`config.mk`:
```
export PLATFORM = sky130hd
export DESIGN_NAME = calendar_date_up_down_counter_top
export DESIGN_NICKNAME = d
export VERILOG_FILES = /design/src/hw/rtl/cdudc_pkg.sv /design/src/hw/rtl/cdudc_step.sv /design/src/hw/rtl/calendar_date_up_down_counter_top.sv
export SDC_FILE = /design/constraint.sdc
export NUM_CORES = 1
export LEC_CHECK = 0
export BUFFER_PORTS_ARGS = -buffer_cell sky130_fd_sc_hd__buf_2
export CELL_PAD_IN_SITES_DETAIL_PLACEMENT = 0
export CELL_PAD_IN_SITES_GLOBAL_PLACEMENT = 2
export CORE_MARGIN = 10
export CORE_UTILIZATION = 35
export CTS_CLUSTER_SIZE = 25
export DETAILED_ROUTE_END_ITERATION = 12
export HOLD_SLACK_MARGIN = 0.06
export PLACE_DENSITY = 0.87
export SETUP_SLACK_MARGIN = 0.15
export SLEW_MARGIN = 20
export SYNTH_ARGS = -nofsm -noshare
export SYNTH_HDL_FRONTEND = slang
export SYNTH_SLANG_ARGS = --single-unit
```
`constraint.sdc`:
```
create_clock -name clk -period 7.73 [get_ports clk]
set_clock_uncertainty 0.2 [all_clocks]
set_input_delay 1.546 -clock clk [delete_from_list [all_inputs] [get_ports clk]]
set_output_delay 1.546 -clock clk [all_outputs]
set_load 0.01 [all_outputs]
```
`src/hw/rtl/cdudc_pkg.sv`:
```
`default_nettype none

package cdudc_pkg;

    localparam int YEAR_BITS   = 16;
    localparam int DAY_BITS    = 5;
    localparam int MONTH_BITS  = 4;
    localparam int CMD_BITS    = 2;
    localparam int STATUS_BITS = 2;
    localparam int ORDER_BITS  = 2;

    // configuration port
    localparam int ADDR_BITS = 3;
    localparam int DATA_BITS = 32;
    localparam logic REG_EPOCH = 1'b0;   // word index, paddr[2]

    typedef logic [YEAR_BITS-1:0]   year_t;
    typedef logic [DAY_BITS-1:0]    day_t;
    typedef logic [MONTH_BITS-1:0]  month_t;
    typedef logic [CMD_BITS-1:0]    cmd_t;
    typedef logic [STATUS_BITS-1:0] status_t;
    typedef logic [ORDER_BITS-1:0]  order_t;

    localparam cmd_t CMD_NEXT = 2'd0;
    localparam cmd_t CMD_PREV = 2'd1;
    localparam cmd_t CMD_SET  = 2'd2;
    localparam cmd_t CMD_CMP  = 2'd3;

    localparam status_t STATUS_OK     = 2'd0;
    localparam status_t STATUS_REJECT = 2'd1;
    localparam status_t STATUS_FLOOR  = 2'd2;
    localparam status_t STATUS_LIMIT  = 2'd3;

    localparam order_t ORDER_EQUAL   = 2'd0;
    localparam order_t ORDER_EARLIER = 2'd1;
    localparam order_t ORDER_LATER   = 2'd2;

    localparam year_t  YEAR_MAX    = '1;
    localparam year_t  YEAR_ZERO   = '0;
    localparam year_t  EPOCH_RESET = year_t'(1990);

    localparam day_t   DAY_FIRST = day_t'(1);
    localparam day_t   DAYS_31   = day_t'(31);
    localparam day_t   DAYS_30   = day_t'(30);
    localparam day_t   DAYS_29   = day_t'(29);
    localparam day_t   DAYS_28   = day_t'(28);

    localparam month_t MONTH_JAN = month_t'(1);
    localparam month_t MONTH_FEB = month_t'(2);
    localparam month_t MONTH_APR = month_t'(4);
    localparam month_t MONTH_JUN = month_t'(6);
    localparam month_t MONTH_SEP = month_t'(9);
    localparam month_t MONTH_NOV = month_t'(11);
    localparam month_t MONTH_DEC = month_t'(12);

    // divisibility by 25: y * inv(25) mod 2^16 falls at or below (2^16-1)/25
    localparam year_t DIV25_INV = year_t'(23593);
    localparam year_t DIV25_LIM = year_t'((2**YEAR_BITS - 1) / 25);

    typedef struct packed {
        cmd_t   command;
        day_t   day_in;
        month_t month_in;
        year_t  year_in;
    } req_t;

    typedef struct packed {
        day_t    day_out;
        month_t  month_out;
        year_t   year_out;
        status_t status;
        order_t  order;
    } res_t;

    typedef struct packed {
        day_t   day;
        month_t month;
        year_t  year;
    } date_t;

    // with y a multiple of 4: multiple of 100 iff multiple of 25,
    // multiple of 400 iff also a multiple of 16
    function automatic logic is_leap(year_t y);
        logic [2*YEAR_BITS-1:0] prod;
        logic                   div25;
        prod  = y * DIV25_INV;
        div25 = (prod[YEAR_BITS-1:0] <= DIV25_LIM);
        return (y[1:0] == 2'b00) && (!div25 || (y[3:0] == 4'b0000));
    endfunction

    function automatic day_t month_days(month_t m, logic leap);
        day_t d;
        unique case (m)
            MONTH_FEB:                                  d = leap ? DAYS_29 : DAYS_28;
            MONTH_APR, MONTH_JUN, MONTH_SEP, MONTH_NOV: d = DAYS_30;
            default:                                    d = DAYS_31;
        endcase
        return d;
    endfunction

endpackage

`default_nettype wire

```
`src/hw/rtl/cdudc_step.sv`:
```
`default_nettype none

module cdudc_step (
    input  wire cdudc_pkg::date_t cur,
    input  wire cdudc_pkg::req_t  req,
    input  wire                   req_leap,
    input  wire cdudc_pkg::year_t epoch,
    output cdudc_pkg::date_t      nxt,
    output cdudc_pkg::res_t       res
);
    import cdudc_pkg::*;

    logic    cur_leap;
    day_t    cur_md;
    day_t    prev_md;
    day_t    set_md;
    month_t  prev_month;
    logic    set_ok;
    logic    below;
    status_t status;
    order_t  order;
    logic [DAY_BITS+MONTH_BITS+YEAR_BITS-1:0] key_cur;
    logic [DAY_BITS+MONTH_BITS+YEAR_BITS-1:0] key_req;

    assign cur_leap   = is_leap(cur.year);
    assign cur_md     = month_days(cur.month, cur_leap);
    assign prev_month = month_t'(cur.month - 1'b1);
    assign prev_md    = month_days(prev_month, cur_leap);
    assign set_md     = month_days(req.month_in, req_leap);

    assign set_ok = (req.year_in >= epoch)
                 && (req.month_in >= MONTH_JAN) && (req.month_in <= MONTH_DEC)
                 && (req.day_in >= DAY_FIRST) && (req.day_in <= set_md);

    // year, then month, then day
    assign key_cur = {cur.year, cur.month, cur.day};
    assign key_req = {req.year_in, req.month_in, req.day_in};

    always_comb
    begin
        nxt    = cur;
        status = STATUS_OK;
        order  = ORDER_EQUAL;
        below  = 1'b0;
        unique case (req.command)
            CMD_NEXT:
            begin
                if (cur.day >= cur_md)
                begin
                    if (cur.month >= MONTH_DEC)
                    begin
                        if (cur.year == YEAR_MAX)
                        begin
                            status = STATUS_LIMIT;
                        end
                        else
                        begin
                            nxt.day   = DAY_FIRST;
                            nxt.month = MONTH_JAN;
                            nxt.year  = year_t'(cur.year + 1'b1);
                        end
                    end
                    else
                    begin
                        nxt.day   = DAY_FIRST;
                        nxt.month = month_t'(cur.month + 1'b1);
                    end
                end
                else
                begin
                    nxt.day = day_t'(cur.day + 1'b1);
                end
            end
            CMD_PREV:
            begin
                if (cur.day > DAY_FIRST)
                begin
                    nxt.day = day_t'(cur.day - 1'b1);
                end
                else if (cur.month > MONTH_JAN)
                begin
                    nxt.month = prev_month;
                    nxt.day   = prev_md;
                end
                else if (cur.year == YEAR_ZERO)
                begin
                    below = 1'b1;
                end
                else
                begin
                    nxt.year  = year_t'(cur.year - 1'b1);
                    nxt.month = MONTH_DEC;
                    nxt.day   = DAYS_31;
                end
                // also catches a date left below a raised epoch
                if (below || (nxt.year < epoch))
                begin
                    nxt.day   = DAY_FIRST;
                    nxt.month = MONTH_JAN;
                    nxt.year  = epoch;
                    status    = STATUS_FLOOR;
                end
            end
            CMD_SET:
            begin
                if (set_ok)
                begin
                    nxt.day   = req.day_in;
                    nxt.month = req.month_in;
                    nxt.year  = req.year_in;
                end
                else
                begin
                    status = STATUS_REJECT;
                end
            end
            CMD_CMP:
            begin
                if (key_cur < key_req)
                begin
                    order = ORDER_EARLIER;
                end
                else if (key_cur > key_req)
                begin
                    order = ORDER_LATER;
                end
            end
            default:
            begin
                nxt = cur;
            end
        endcase
    end

    always_comb
    begin
        res.day_out   = nxt.day;
        res.month_out = nxt.month;
        res.year_out  = nxt.year;
        res.status    = status;
        res.order     = order;
    end

endmodule

`default_nettype wire

```
`src/hw/rtl/calendar_date_up_down_counter_top.sv`:
```
// Gregorian date counter: each request carries one command (next day, previous day,
// set date, compare) and returns exactly one result with the stored date after the
// command, a status code and, for compare, the ordering. A request is registered on
// acceptance and executed against the stored date once the result register can take
// it; the stored date is written together with the result register, so a new request
// can be accepted every cycle while the result side does not stall. Request and
// result sides are decoupled by the input and result registers; the request side keeps
// accepting while a result waits, until both registers are full. The epoch year
// (address 0x0, reset 1990) sets the floor date 1 January of that year; change it only
// while no request is in flight.
`default_nettype none

module calendar_date_up_down_counter_top (
    input  wire                              clk,
    input  wire                              rst_n,
    // request channel
    input  wire                              req_valid,
    output logic                             req_ready,
    input  wire cdudc_pkg::req_t             req,
    // result channel
    output logic                             res_valid,
    input  wire                              res_ready,
    output cdudc_pkg::res_t                  res,
    // configuration
    input  wire                              psel,
    input  wire                              penable,
    input  wire                              pwrite,
    input  wire [cdudc_pkg::ADDR_BITS-1:0]   paddr,
    input  wire [cdudc_pkg::DATA_BITS-1:0]   pwdata,
    output logic [cdudc_pkg::DATA_BITS-1:0]  prdata,
    output logic                             pready
);
    import cdudc_pkg::*;

    logic  req_fire;
    logic  s1_fire;
    logic  cfg_write;

    logic  s1_valid_reg,  s1_valid_next;
    req_t  req_reg;
    logic  req_leap_reg;
    logic  res_valid_reg, res_valid_next;
    res_t  res_reg;
    date_t cur_reg,       cur_next;
    year_t epoch_reg,     epoch_next;

    date_t step_nxt;
    res_t  step_res;

    assign pready    = 1'b1;
    assign cfg_write = psel && penable && pwrite && pready;
    assign prdata    = (paddr[ADDR_BITS-1] == REG_EPOCH)
                     ? DATA_BITS'(epoch_reg) : '0;

    assign s1_fire   = s1_valid_reg && (!res_valid_reg || res_ready);
    assign req_ready = !s1_valid_reg || s1_fire;
    assign req_fire  = req_valid && req_ready;
    assign res_valid = res_valid_reg;
    assign res       = res_reg;

    cdudc_step u_step (
        .cur      (cur_reg),
        .req      (req_reg),
        .req_leap (req_leap_reg),
        .epoch    (epoch_reg),
        .nxt      (step_nxt),
        .res      (step_res)
    );

    always_comb
    begin
        s1_valid_next  = req_fire || (s1_valid_reg && !s1_fire);
        res_valid_next = s1_fire || (res_valid_reg && !res_ready);
        cur_next       = s1_fire ? step_nxt : cur_reg;
        epoch_next     = (cfg_write && (paddr[ADDR_BITS-1] == REG_EPOCH))
                       ? pwdata[YEAR_BITS-1:0] : epoch_reg;
    end

    always_ff @(posedge clk or negedge rst_n)
    begin
        if (!rst_n)
        begin
            s1_valid_reg  <= 1'b0;
            res_valid_reg <= 1'b0;
            cur_reg       <= '{day: DAY_FIRST, month: MONTH_JAN, year: EPOCH_RESET};
            epoch_reg     <= EPOCH_RESET;
        end
        else
        begin
            s1_valid_reg  <= s1_valid_next;
            res_valid_reg <= res_valid_next;
            cur_reg       <= cur_next;
            epoch_reg     <= epoch_next;
        end
    end

    // payload registers, no reset
    always_ff @(posedge clk)
    begin
        if (req_fire)
        begin
            req_reg      <= req;
            req_leap_reg <= is_leap(req.year_in);
        end
        if (s1_fire)
        begin
            res_reg <= step_res;
        end
    end

    // stored date is always a real calendar date
    assert property (@(posedge clk) disable iff (!rst_n)
        (cur_reg.month >= MONTH_JAN) && (cur_reg.month <= MONTH_DEC)
        && (cur_reg.day >= DAY_FIRST)
        && (cur_reg.day <= month_days(cur_reg.month, is_leap(cur_reg.year))))
        else $error("stored date out of range");

    assert property (@(posedge clk) disable iff (!rst_n)
        !s1_fire |=> $stable(cur_reg))
        else $error("date changed without an executed request");

    assert property (@(posedge clk) disable iff (!rst_n)
        s1_fire |=> res_valid_reg && (res_reg.day_out == cur_reg.day)
                    && (res_reg.month_out == cur_reg.month)
                    && (res_reg.year_out == cur_reg.year))
        else $error("result does not match stored date");

    assert property (@(posedge clk) disable iff (!rst_n)
        !req_ready |-> s1_valid_reg && res_valid_reg && !res_ready)
        else $error("request side stalled without backpressure");

endmodule

`default_nettype wire

```
Word level (Yosys, flattened, before mapping)
Index checks and enable logic that the tools add are counted.
{"block": "classes", "addsub": 6, "order_cmp": 14, "shifts": 0, "n_reduce_logical": 36, "mul": 2, "mux": 32, "n_div": 0, "n_eq_ne": 19, "n_bitwise": 2}
{"op": "25-bit two-way mux", "count": 4}
{"op": "25-bit case mux with 3 select lines", "count": 1}
{"op": "20-bit two-way mux", "count": 3}
{"op": "16-bit two-way mux", "count": 3}
{"op": "16-bit by 12-bit <= comparator with 1-bit output (second input constant)", "count": 2}
{"op": "16-bit by 15-bit multiplier with 16-bit output (second input constant)", "count": 2}
{"op": "5-bit case mux with 2 select lines", "count": 3}
{"op": "25-bit greater-than comparator", "count": 1}
{"op": "25-bit less-than comparator", "count": 1}
{"op": "4-bit by 3-bit equality test with 1-bit output (second input constant)", "count": 6}
{"op": "4-bit equality test (second input constant)", "count": 6}
{"op": "9-bit two-way mux", "count": 2}
{"op": "16-bit by 1-bit adder with 16-bit output (second input constant)", "count": 1}
{"op": "16-bit equality test (second input constant)", "count": 1}
{"op": "16-bit greater-or-equal comparator", "count": 1}
{"op": "16-bit logical NOT", "count": 1}
{"op": "16-bit less-than comparator", "count": 1}
{"op": "16-bit by 1-bit subtractor with 16-bit output (second input constant)", "count": 1}
{"op": "1-bit logical AND", "count": 13}
{"op": "4-bit by 2-bit equality test with 1-bit output (second input constant)", "count": 3}
{"op": "4-bit OR reduction", "count": 3}
{"op": "2-bit two-way mux", "count": 5}
{"op": "5-bit two-way mux", "count": 2}
{"op": "4-bit logical NOT", "count": 2}
{"op": "other kinds (21)", "count": 43}
{"block": "word_totals", "n_memories": 0, "reg_bits": 100, "ramBits": 0, "latchBits": 0, "romBits": 0, "inputBits": 69}

Logic depth before layout (Yosys ltp)
Gate-level depths: netlist of run 1.
{"block": "logic_depth", "word_depth": 14, "mapped_depth": 28, "mapped_depth_nobuf": 27}

Hierarchy
A second synthesis of run 1 with hierarchy kept.
{"block": "unflattened", "cells_unflattened": 1151, "area_unflattened_um2": 11153.2}
{"module": "cdudc_step", "instances": 1, "area_each_um2": 5954.5, "cells_each": 798, "seq_area_each_um2": 0.0}
{"module": "calendar_date_up_down_counter_top", "instances": 1, "area_each_um2": 5198.7, "cells_each": 353, "seq_area_each_um2": 2807.7}

Least setup slack after synthesis of run 1
No wires, ideal clock.
{"block": "synth_timing", "path_kind": "reg2reg", "from": "reg cur_reg[2] (netlist bit)", "to": "reg res_reg, in the netlist res[14] (data pin)", "path_stages_with_launch": 25, "slack_ns": 0.741, "t_arrival_ns": 6.517, "synth_period_minus_slack_ns": 6.989, "path_buffers": 0, "t_required_ns": 7.258, "cell_sequence": "dfstp_2 inv_1 ha_1 ha_1 inv_1 fa_1 fa_1 inv_1 fa_1 ha_1 ha_1 a21oi_1 a31oi_1 xor2_1 o41ai_1 o21ai_0 a31o_2 ha_1 nand2b_1 a21oi_1 nor4_2 and3_1 nand4_1 xnor2_1 mux4_2"}
{"item": "start, declared", "line": "calendar_date_up_down_counter_top.sv:44", "source": "date_t cur_reg, cur_next;"}
{"item": "start signal, assigned", "line": "calendar_date_up_down_counter_top.sv:85", "source": "cur_reg <= '{day: DAY_FIRST, month: MONTH_JAN, year: EPOCH_RESET};"}
{"item": "start signal, assigned", "line": "calendar_date_up_down_counter_top.sv:92", "source": "cur_reg <= cur_next;"}
{"item": "end signal, assigned", "line": "calendar_date_up_down_counter_top.sv:107", "source": "res_reg <= step_res;"}
{"item": "end, declared", "line": "calendar_date_up_down_counter_top.sv:43", "source": "res_t res_reg;"}

==> results of run 1 <==
==> stage by stage <==
step / power, uW / setup slack (ns) / util, % / area [sq um]
after floorplan: 4350 / 0.741 / - / 11400
after global placement: 5390 / 0.0600 / 38.9 / 12400
after detailed placement: 5460 / 0.00382 / 38.9 / 12400
after CTS: 6200 / 0.172 / 40.0 / 12700
after global routing: 6890 / 0.105 / 40.1 / 12800
final: 6210 / 0.418 / 40.1 / 12800
==> worst paths after layout <==
check / startpoint / end / slack (ns) / cells past startpoint
max: cur_reg[2] / res[5] / 0.42 / 26
min: s1_valid_reg / res_valid / 0.30 / 1
max reg2reg: cur_reg[2] / res[5] / 0.42 / 26
min reg2reg: s1_valid_reg / res_valid / 0.30 / 1
max in group asynchronous: rst_n / epoch_reg[0] / 5.71 / 2
min in group asynchronous: rst_n / cur_reg[21] / 1.13 / 2
==> logic make-up after synthesis <==
family / after synthesis
simple gates: 300
compound gates: 290
buf+inv: 253
fa+ha+maj: 233
flops: 100
xor+xnor: 65
mux: 28
other cells: 2
==> layout by cell type, fill, tap and decap left out, types with 7 or more instances in the layout <==
cell	synthesis	layout
a21oi_1	79	78
ha_1	197	196
dfstp_2	16	16
dfrtp_1	27	27
nand2b_1	8	8
buf_4	18	40
nor2_1	92	90
a21o_1	15	15
a211oi_1	14	13
nor2b_1	8	8
nor4_1	12	11
xnor2_1	55	55
nor3_1	22	22
clkbuf_16	0	9
mux2_2	21	21
nand2_1	60	60
fa_1	36	36
inv_1	180	180
nand3_1	31	31
o211ai_1	17	17
conb_1	2	17
edfxtp_1	57	57
nand4_1	18	18
or2_2	8	8
xor2_1	10	10
a31oi_1	11	10
buf_2	13	97
o21a_1	7	7
o21ai_1	9	9
and3_1	7	7
o21ai_0	64	62
==> where the power goes <==
group	switching, uW	internal, uW
clock	229	285
sequential	151	714
combinational	2760	2070
==> cell usage after synthesis (all sizes together), types with 15 or more instances <==
cell / number / area (sq um)
nor4: 16 / 134
nor3: 25 / 146
buf: 35 / 245
a211oi: 15 / 118
clkbuf: 36 / 135
ha: 197 / 2460
inv: 182 / 683
dfstp: 16 / 420
fa: 36 / 721
a21oi: 79 / 395
o211ai: 17 / 128
edfxtp: 57 / 1710
nor2: 93 / 352
mux2: 21 / 236
dfrtp: 27 / 676
nand2: 60 / 225
xnor2: 55 / 482
o21ai: 74 / 374
nand3: 31 / 155
a21o: 15 / 113
nand4: 18 / 113
==> final cells by class <==
class                   count  share of cell area, %
multi-input cells         933                   59.8
flip-flops and latches    100                   22.0
repair buffers            137                   6.15
inverters                 182                   5.35
well taps                 435                   4.26
clock buffers              10                   1.79
clock inverters             6                  0.696
==> worst max-delay path, cell delays in order (launching register included) <==
cell and delay (ns):
dfstp_2 0.53, buf_4 0.19, ha_1 0.29, ha_1 0.30, inv_1 0.05, fa_1 0.50, fa_1 0.55, inv_1 0.06
fa_1 0.49, ha_1 0.33, ha_1 0.21, or2_2 0.27, o22ai_1 0.15, xnor2_1 0.13, o41ai_4 0.24, buf_4 0.18
o21ai_0 0.07, a31o_2 0.29, ha_1 0.26, nand2b_1 0.10, a21oi_1 0.08, or4_4 0.54, mux2_2 0.29, o21ai_1 0.19
o21ai_0 0.11, nand2_1 0.11, o221ai_1 0.26
==> what timing repair did <==
item,CTS,global route
setup buffers,0,1
gates cloned,0,0
setup endpoints to repair,6,16
resized for setup,2,15
hold buffers,0,0
pin swaps,0,2
==> per-layer routing <==
metal / GRT usage [%] / up-vias
met5: 0 / -
met4: 4.93 / 0
met2: 29.6 / 334
li1: - / 4640
met3: 2.51 / 42
met1: 23.2 / 4636
==> impl_metrics.py, run 1 <==
metrics = {
    "clock_tree": {
        "clk_path_buf_depth": 2,
        "cts-root-buf": "clkbuf_16",
        "cts_buffers": 9,
        "clk_pin_slew_ns": 0.08,
        "clkLatencyLatePin_ns": 0.38,
        "tritoncts": "yes",
        "htreeDepth": 3,
        "cts.sink_count": 100,
    },
    "synthesis": {
        "synth.avg_cell_area_sq_um": 8.95,
        "synth_cell_type_count": 86,
        "synthCells": 1271,
        "synth_top_family_by_area": "adder cells",
        "yosysSeqAreaShare_pct": 24.7,
        "ys.flop_type": "edfxtp_1",
        "synth-compound-area-share_pct": 16.6,
        "yosys_warnings": 0,
        "netlist_area_sq_mm": 0.0114,
        "synth_simple_gate_area_share_pct": 13.4,
        "synth_seq_cells": 100,
        "synth_xor_area_share_pct": 5.01,
        "synthArstFlopShare_pct": 43.0,
        "synth-adder-area-share_pct": 28.0,
        "synth-edff-count": 57,
        "synthMuxAreaShare_pct": 2.81,
    },
    "final_layout": {
        "diodes": 0,
        "n_fill_cell": 3230,
        "multiInputGateArea_sq_mm": 0.00763,
        "regArea_sq_mm": 0.00281,
        "drive_gt1_share_pct": 16.7,
        "areaGrowthSynthToFinish_pct": 12.3,
        "finalNonFillerCells": 1803,
        "fin_nets": 1665,
        "largest_reg_flops": 29,
    },
    "critical_path": {
        "crit_path_end_kind": "register",
        "path_class": "reg -> reg",
        "cp.arrival_ns": 7.14,
        "crit_fanout": 9,
        "worstPathRequired_ns": 7.55,
        "cp-start-kind": "register",
    },
    "timing": {
        "setup_viol": 0,
        "worst_pin_slew_ns": 1.09,
        "hold_viol": 0,
        "setup_tns_ns": 0,
        "fin_crit_sh_pct": 94.6,
        "fmax_ghz": 0.137,
        "timing.slew.headroom_pct": 27.5,
        "slew_violations": 0,
        "hold_slack_ns": 0.304,
        "grt_setup_unrepaired": "true",
        "timing.final.crit_period_ns": 7.31,
    },
    "global_routing": {
        "grt_max_degree": 56,
        "grt_usage_pct": 17.7,
        "grt_pass1_vias": 9642,
        "grt_pass1_wl_mm": 56.1,
        "overflow": 0,
        "antenna_found_initial": 0,
    },
    "route": {
        "drt_pre_antenna_iters": 5,
        "first_iter_violations": 803,
        "maxUsedRoutingLayer": "met4",
        "viasPerCell": 5.35,
        "ant_nets": 0,
        "wl_met2_mm": 17.2,
        "via_count": 9652,
        "drc": 0,
        "routedWlPerCell_um": 20.2,
        "dr_wl_met3_mm": 2.12,
        "met1Wirelength_mm": 16.3,
        "finalWirelength_mm": 36.4,
    },
    "floorplanning": {
        "core_sq_mm": 0.0318,
        "die-area_sq_mm": 0.0401,
        "die_w_um": 200,
        "die_h_um": 200,
        "ioPinCount": 133,
        "start_util_pct": 35.8,
        "row_count": 65,
    },
    "pwr": {
        "ir_worst_vdd_uv": 519,
        "p_per_area_mw_per_mm2": 486,
        "p_leak_uw": 0.00591,
    },
    "hold_path": {
        "hold_class": "reg -> reg",
    },
    "job": {
        "maxCapViolCount": 0,
    },
    "place": {
        "dp_hpwl_mm": 28.7,
        "port_buffers": 97,
        "gp_congestion": 0.904,
        "place_inst": 1786,
    },
    "outcome": {
        "status": "complete, no violations",
    },
}
Note: power is estimated with default switching activity, not from simulation.
==> run 2: changes to the inputs <==
--- a/config.mk
+++ b/config.mk
@@ -5,6 +5,7 @@
 export SDC_FILE = /design/constraint.sdc
 export NUM_CORES = 1
 export LEC_CHECK = 0
+export ABC_AREA = 1
 export BUFFER_PORTS_ARGS = -buffer_cell sky130_fd_sc_hd__buf_2
 export CELL_PAD_IN_SITES_DETAIL_PLACEMENT = 0
 export CELL_PAD_IN_SITES_GLOBAL_PLACEMENT = 2
@@ -13,7 +14,7 @@
 export CTS_CLUSTER_SIZE = 25
 export DETAILED_ROUTE_END_ITERATION = 12
 export HOLD_SLACK_MARGIN = 0.06
-export PLACE_DENSITY = 0.87
+export PLACE_DENSITY = 0.9
 export SETUP_SLACK_MARGIN = 0.15
 export SLEW_MARGIN = 20
 export SYNTH_ARGS = -nofsm -noshare
==> impl_metrics.py, run 2 <==
metrics = {
    "job": {
        "maxCapViolCount": 0,
    },
    "final_layout": {
        "fin_nets": 1846,
        "finalNonFillerCells": 1991,
        "areaGrowthSynthToFinish_pct": 9.94,
        "drive_gt1_share_pct": 13.6,
        "diodes": 0,
        "largest_reg_flops": 29,
        "design_area_sq_mm": 0.0127,
        "final_util_pct": 39.0,
        "most-common-layout-cells": "nand2_1, inv_1, ha_1",
        "mostFrequentLayoutCell": "nand2_1",
    },
    "synthesis": {
        "synth.avg_cell_area_sq_um": 7.92,
        "yosysSeqAreaShare_pct": 24.3,
        "yosysTopAreaCellShare_pct": 21.4,
        "ys.flop_type": "edfxtp_1",
        "synth_top_cells_by_area": "ha_1, edfxtp_1, nand2_1, inv_1, fa_1",
        "synthCells": 1457,
        "synth-edff-count": 57,
        "yosys_warnings": 0,
        "yosysMostFrequentCell": "nand2_1",
        "netlist_area_sq_mm": 0.0115,
        "yosys.area.top_type": "ha_1",
        "synth_seq_cells": 100,
        "synth_cell_type_count": 59,
        "synthArstFlopShare_pct": 43.0,
        "synth.top_cells.by_count": "nand2_1, inv_1, ha_1",
    },
    "route": {
        "viasPerCell": 4.96,
        "first_iter_violations": 610,
        "ant_nets": 0,
        "finalWirelength_mm": 34.9,
        "via_count": 9869,
        "drc": 0,
        "drt_pre_antenna_iters": 6,
        "routedWlPerCell_um": 17.5,
    },
    "clock_tree": {
        "ctsHoldBuffers": 0,
        "tritoncts": "yes",
        "post-cts-setup-buffer-count": 0,
        "cts_resized": 0,
        "cts_buffers": 9,
        "clk_pin_slew_ns": 0.09,
        "cts.sink_count": 100,
        "clkLatencyLatePin_ns": 0.37,
        "cts-root-buf": "clkbuf_16",
        "clk_path_buf_depth": 2,
        "htreeDepth": 3,
    },
    "critical_path": {
        "r2r_end": "res[10]",
        "path_class": "reg -> reg",
        "crit_path_end_kind": "register",
        "slowest_delay_ns": 0.69,
        "reg2reg_depth": 36,
        "cp.arrival_ns": 7.00,
        "worstReg2RegStart": "cur_reg[1]",
        "cpMostUsedCell": "nand2_1",
        "worstPathRequired_ns": 7.66,
        "crit_fanout": 11,
        "crit_path_top_delay_cell": "dfstp_2",
        "cp-start-kind": "register",
        "r2r_slack_ns": 0.66,
    },
    "hold_path": {
        "hold_class": "reg -> reg",
        "hp-start": "s1_valid_reg",
        "whs_path_depth": 2,
        "whs_endpoint": "res_valid",
    },
    "floorplanning": {
        "row_count": 66,
        "ioPinCount": 133,
        "die_w_um": 202,
        "die_h_um": 202,
        "start_util_pct": 35.5,
        "die-area_sq_mm": 0.0406,
        "core_sq_mm": 0.0325,
    },
    "place": {
        "port_buffers": 97,
        "dp_hpwl_mm": 27.2,
        "placed_area_sq_mm": 0.0124,
        "gp_congestion": 0.903,
        "place_inst": 1975,
        "place_ws_ns": 0.671,
    },
    "pwr": {
        "ir_worst_vdd_uv": 221,
        "p_leak_uw": 0.00663,
        "p_per_area_mw_per_mm2": 335,
    },
    "timing": {
        "timing.final.crit_period_ns": 7.07,
        "slew_violations": 0,
        "setup_tns_ns": 0,
        "grt_setup_unrepaired": "true",
        "fin_ws_ns": 0.659,
        "fin_crit_sh_pct": 91.5,
        "fmax_ghz": 0.141,
        "timing.slew.headroom_pct": 31.7,
        "hold_viol": 0,
        "setup_viol": 0,
        "worst_pin_slew_ns": 1.02,
    },
    "global_routing": {
        "grt_pass1_wl_mm": 55.5,
        "grt_usage_pct": 17.2,
        "grt_max_degree": 56,
        "grt_pass1_vias": 10006,
        "overflow": 0,
        "antenna_found_initial": 1,
    },
    "outcome": {
        "status": "complete, no violations",
    },
}
==> run 2: changes by cell type in the layout (fill, tap and decap cells not counted), sizes merged, moves of 19 or more <==
cell / before / now
buf: 137 / 114
inv: 183 / 264
mux2: 21 / 0
nand2: 60 / 277
nand3: 31 / 107
xnor2: 55 / 21
xor2: 10 / 29
==> run 2: through the flow <==
stage / total power [uW] / hold slack, ns
after floorplan: 3080 / 0.256
after global placement: 3770 / 0.265
after detailed placement: 3790 / 0.274
after CTS: 4290 / 0.291
after global routing: 4830 / 0.310
final: 4250 / 0.287
==> run 2: worst max-delay path by stage <==
stage	from	endpoint	slack, ns	depth (start not counted)
after floorplan	cur_reg[2]	res[10]	1.50	36
after global placement	cur_reg[1]	res[10]	0.71	36
after detailed placement	cur_reg[1]	res[10]	0.67	36
after CTS	cur_reg[1]	res[10]	0.62	36
after global routing	cur_reg[1]	res[10]	0.15	36
final	cur_reg[1]	res[10]	0.66	36
==> run 2: routing by layer <==
layer / global-route usage, % / vias to the layer above / part of all wire (%)
met3: 2.17 / 47 / 3.3
met1: 22.0 / 4696 / 46
met5: 0 / - / 0.037
li1: - / 4925 / -
met4: 5.58 / 2 / 2.7
met2: 29.3 / 199 / 48
==> run 2: cell type report <==
| cell class | instances | area [sq um] |
|---|---|---|
| well taps | 442 | 553 |
| inverters | 267 | 1010 |
| fillers | 3413 | 19800 |
| repair buffers | 114 | 613 |
| flip-flops and latches | 100 | 2810 |
| clock inverters | 6 | 47.5 |
| clock buffers | 10 | 229 |
| multi-input cells | 1052 | 7430 |
==> run 2: report_power, final <==
| group | internal [uW] | switching (uW) | total, uW |
|---|---|---|---|
| clock | 222 | 236 | 458 |
| combinational | 1160 | 1820 | 2990 |
| sequential | 684 | 126 | 810 |
| total | 2070 | 2190 | 4250 |
==> run 2: critical path, delay by kind of cell (launching register included) <==
kind                       cells  cell delay, ns
adders and majority gates      8            2.93
and+or+nand+nor               16            1.80
buffers and inverters          7            0.76
DFF                            1            0.69
AOI/OAI and AO/OA              5            0.41
==> run 2: cell families after synthesis <==
group	Yosys count	synth area share (%)
AND/OR/NAND/NOR	533	21.6
buffers and inverters	320	11.8
adder cells (fa/ha/maj)	233	27.6
AO/OA/AOI/OAI	219	10.8
flip-flops	100	24.3
XOR/XNOR	50	3.79
other	2	0.0651
==> run 3: changes to the inputs <==
--- a/config.mk
+++ b/config.mk
@@ -6,15 +6,16 @@
 export NUM_CORES = 1
 export LEC_CHECK = 0
 export ABC_AREA = 1
-export BUFFER_PORTS_ARGS = -buffer_cell sky130_fd_sc_hd__buf_2
 export CELL_PAD_IN_SITES_DETAIL_PLACEMENT = 0
 export CELL_PAD_IN_SITES_GLOBAL_PLACEMENT = 2
 export CORE_MARGIN = 10
 export CORE_UTILIZATION = 35
 export CTS_CLUSTER_SIZE = 25
 export DETAILED_ROUTE_END_ITERATION = 12
+export DONT_BUFFER_PORTS = 1
 export HOLD_SLACK_MARGIN = 0.06
-export PLACE_DENSITY = 0.9
+export PLACE_DENSITY = 0.84
+export RECOVER_POWER = 25
 export SETUP_SLACK_MARGIN = 0.15
 export SLEW_MARGIN = 20
 export SYNTH_ARGS = -nofsm -noshare
==> impl_metrics.py, run 3 (synthesis gave the netlist of run 2 again) <==
metrics = {
    "pwr": {
        "ir_worst_vdd_uv": 196,
        "clockPowerShare_pct": 11.0,
        "pwr-share-comb_pct": 69.5,
        "p_per_area_mw_per_mm2": 343,
        "p_sw_uw": 2150,
        "switching_share_pct": 51.2,
        "p_int_uw": 2050,
        "p_leak_uw": 0.00626,
        "p_seq_share_pct": 19.5,
    },
    "route": {
        "drt_pre_antenna_iters": 5,
        "finalWirelength_mm": 33.9,
        "routedWlPerCell_um": 17.9,
        "via_count": 9339,
        "first_iter_violations": 556,
        "viasPerCell": 4.93,
        "ant_nets": 0,
        "drc": 0,
    },
    "critical_path": {
        "crit_fanout": 11,
        "slowest_delay_ns": 0.70,
        "worstReg2RegStart": "cur_reg[1]",
        "r2r_slack_ns": 0.68,
        "cp-startpoint": "cur_reg[1]",
        "cp-start-kind": "register",
        "reg2reg_depth": 32,
        "cpMostUsedCell": "nand2_1",
        "worstPathRequired_ns": 7.64,
        "path_class": "reg -> reg",
        "cp.arrival_ns": 6.95,
        "crit_path_end_kind": "register",
        "crit_path_top_delay_cell": "dfstp_2",
        "r2r_end": "res[13]",
        "cp-endpoint": "res[13]",
    },
    "global_routing": {
        "grt_pass1_wl_mm": 54.4,
        "grt_pass1_vias": 9720,
        "grt_max_degree": 56,
        "overflow": 0,
        "grt_usage_pct": 16.8,
        "antenna_found_initial": 0,
    },
    "timing": {
        "grt_setup_unrepaired": "false",
        "slew_violations": 0,
        "setup_tns_ns": 0,
        "hold_viol": 0,
        "timing.final.crit_period_ns": 7.05,
        "timing.slew.headroom_pct": 29.9,
        "fin_crit_sh_pct": 91.1,
        "setup_viol": 0,
        "fmax_ghz": 0.142,
        "worst_pin_slew_ns": 1.05,
    },
    "floorplanning": {
        "die-area_sq_mm": 0.0406,
        "core_sq_mm": 0.0325,
        "die_h_um": 202,
        "start_util_pct": 35.5,
        "row_count": 66,
        "die_w_um": 202,
        "ioPinCount": 133,
    },
    "job": {
        "maxCapViolCount": 0,
    },
    "clock_tree": {
        "ctsHoldBuffers": 0,
        "cts-root-buf": "clkbuf_16",
        "cts_buffers": 9,
        "htreeDepth": 3,
        "cts_resized": 0,
        "clk_path_buf_depth": 2,
        "tritoncts": "yes",
        "clk_pin_slew_ns": 0.08,
        "cts.sink_count": 100,
        "clkLatencyLatePin_ns": 0.38,
        "post-cts-setup-buffer-count": 0,
    },
    "final_layout": {
        "diodes": 0,
        "areaGrowthSynthToFinish_pct": 5.91,
        "fin_nets": 1751,
        "mostFrequentLayoutCell": "nand2_1",
        "n_fill_cell": 3439,
        "most-common-layout-cells": "nand2_1, inv_1, ha_1",
        "largest_reg_flops": 29,
        "design_area_sq_mm": 0.0122,
        "drive_gt1_share_pct": 7.84,
    },
    "hold_path": {
        "whs_path_depth": 2,
        "hold_class": "reg -> reg",
    },
    "place": {
        "gp_congestion": 0.867,
        "placed_area_sq_mm": 0.0119,
        "port_buffers": 0,
        "dp_hpwl_mm": 26.9,
    },
    "outcome": {
        "status": "complete, no violations",
    },
}
## run 3: metrics by stage
step           worst slack [ns]  hold WS, ns  instances  util [%]  total power (uW)
4_1_cts                   0.606        0.312       1896      37.6              4270
3_3_place_gp              0.691        0.263       1880      36.7              3750
5_1_grt                   0.173        0.325       1896      37.6              4770
6_report                  0.684        0.304       1896      37.6              4200
3_5_place_dp              0.648        0.295       1880      36.7              3760
2_1_floorplan              1.50        0.256       1472         -              3080
## run 3: per-layer routing
metal / track usage, % / up-vias / wire (um)
li1: - / 4740 / -
met1: 22.3 / 4384 / 16400
met2: 28.4 / 192 / 16000
met3: 2.57 / 23 / 1220
met4: 3.57 / 0 / 374
met5: 0 / - / 0
## run 3: worst min-delay path by stage
stage               slack, ns         start   endpoint
finish                   0.30  s1_valid_reg  res_valid
detailed placement       0.29  s1_valid_reg  res_valid
CTS                      0.31  s1_valid_reg  res_valid
global placement         0.26  s1_valid_reg  res_valid
global route             0.33  s1_valid_reg  res_valid
floorplan                0.26  s1_valid_reg  res_valid
## run 3: cell type report
cell class	instances	area [sq um]	area share, %
multi-input cells	1052	7430	60.8
clock buffers	9	225	1.84
inverters	267	1010	8.23
flip-flops and latches	100	2810	23.0
clock inverters	7	58.8	0.481
well taps	442	553	4.52
repair buffers	19	143	1.17
## run 3: critical path, delay by kind of cell, from the launching register on
kind / cells / cell delay (ns)
and+or+nand+nor: 14 / 1.72
AOI/OAI and AO/OA: 5 / 0.75
DFF: 1 / 0.70
buffers and inverters: 5 / 0.47
adders and majority gates: 8 / 2.93
## run 3: power by group through the flow
stage	sequential, uW	combinational, uW	clock [uW]
4_1_cts	821	2970	478
6_report	820	2920	462
5_1_grt	833	3430	498
2_1_floorplan	783	2300	0
3_3_place_gp	831	2920	0
3_5_place_dp	832	2930	0
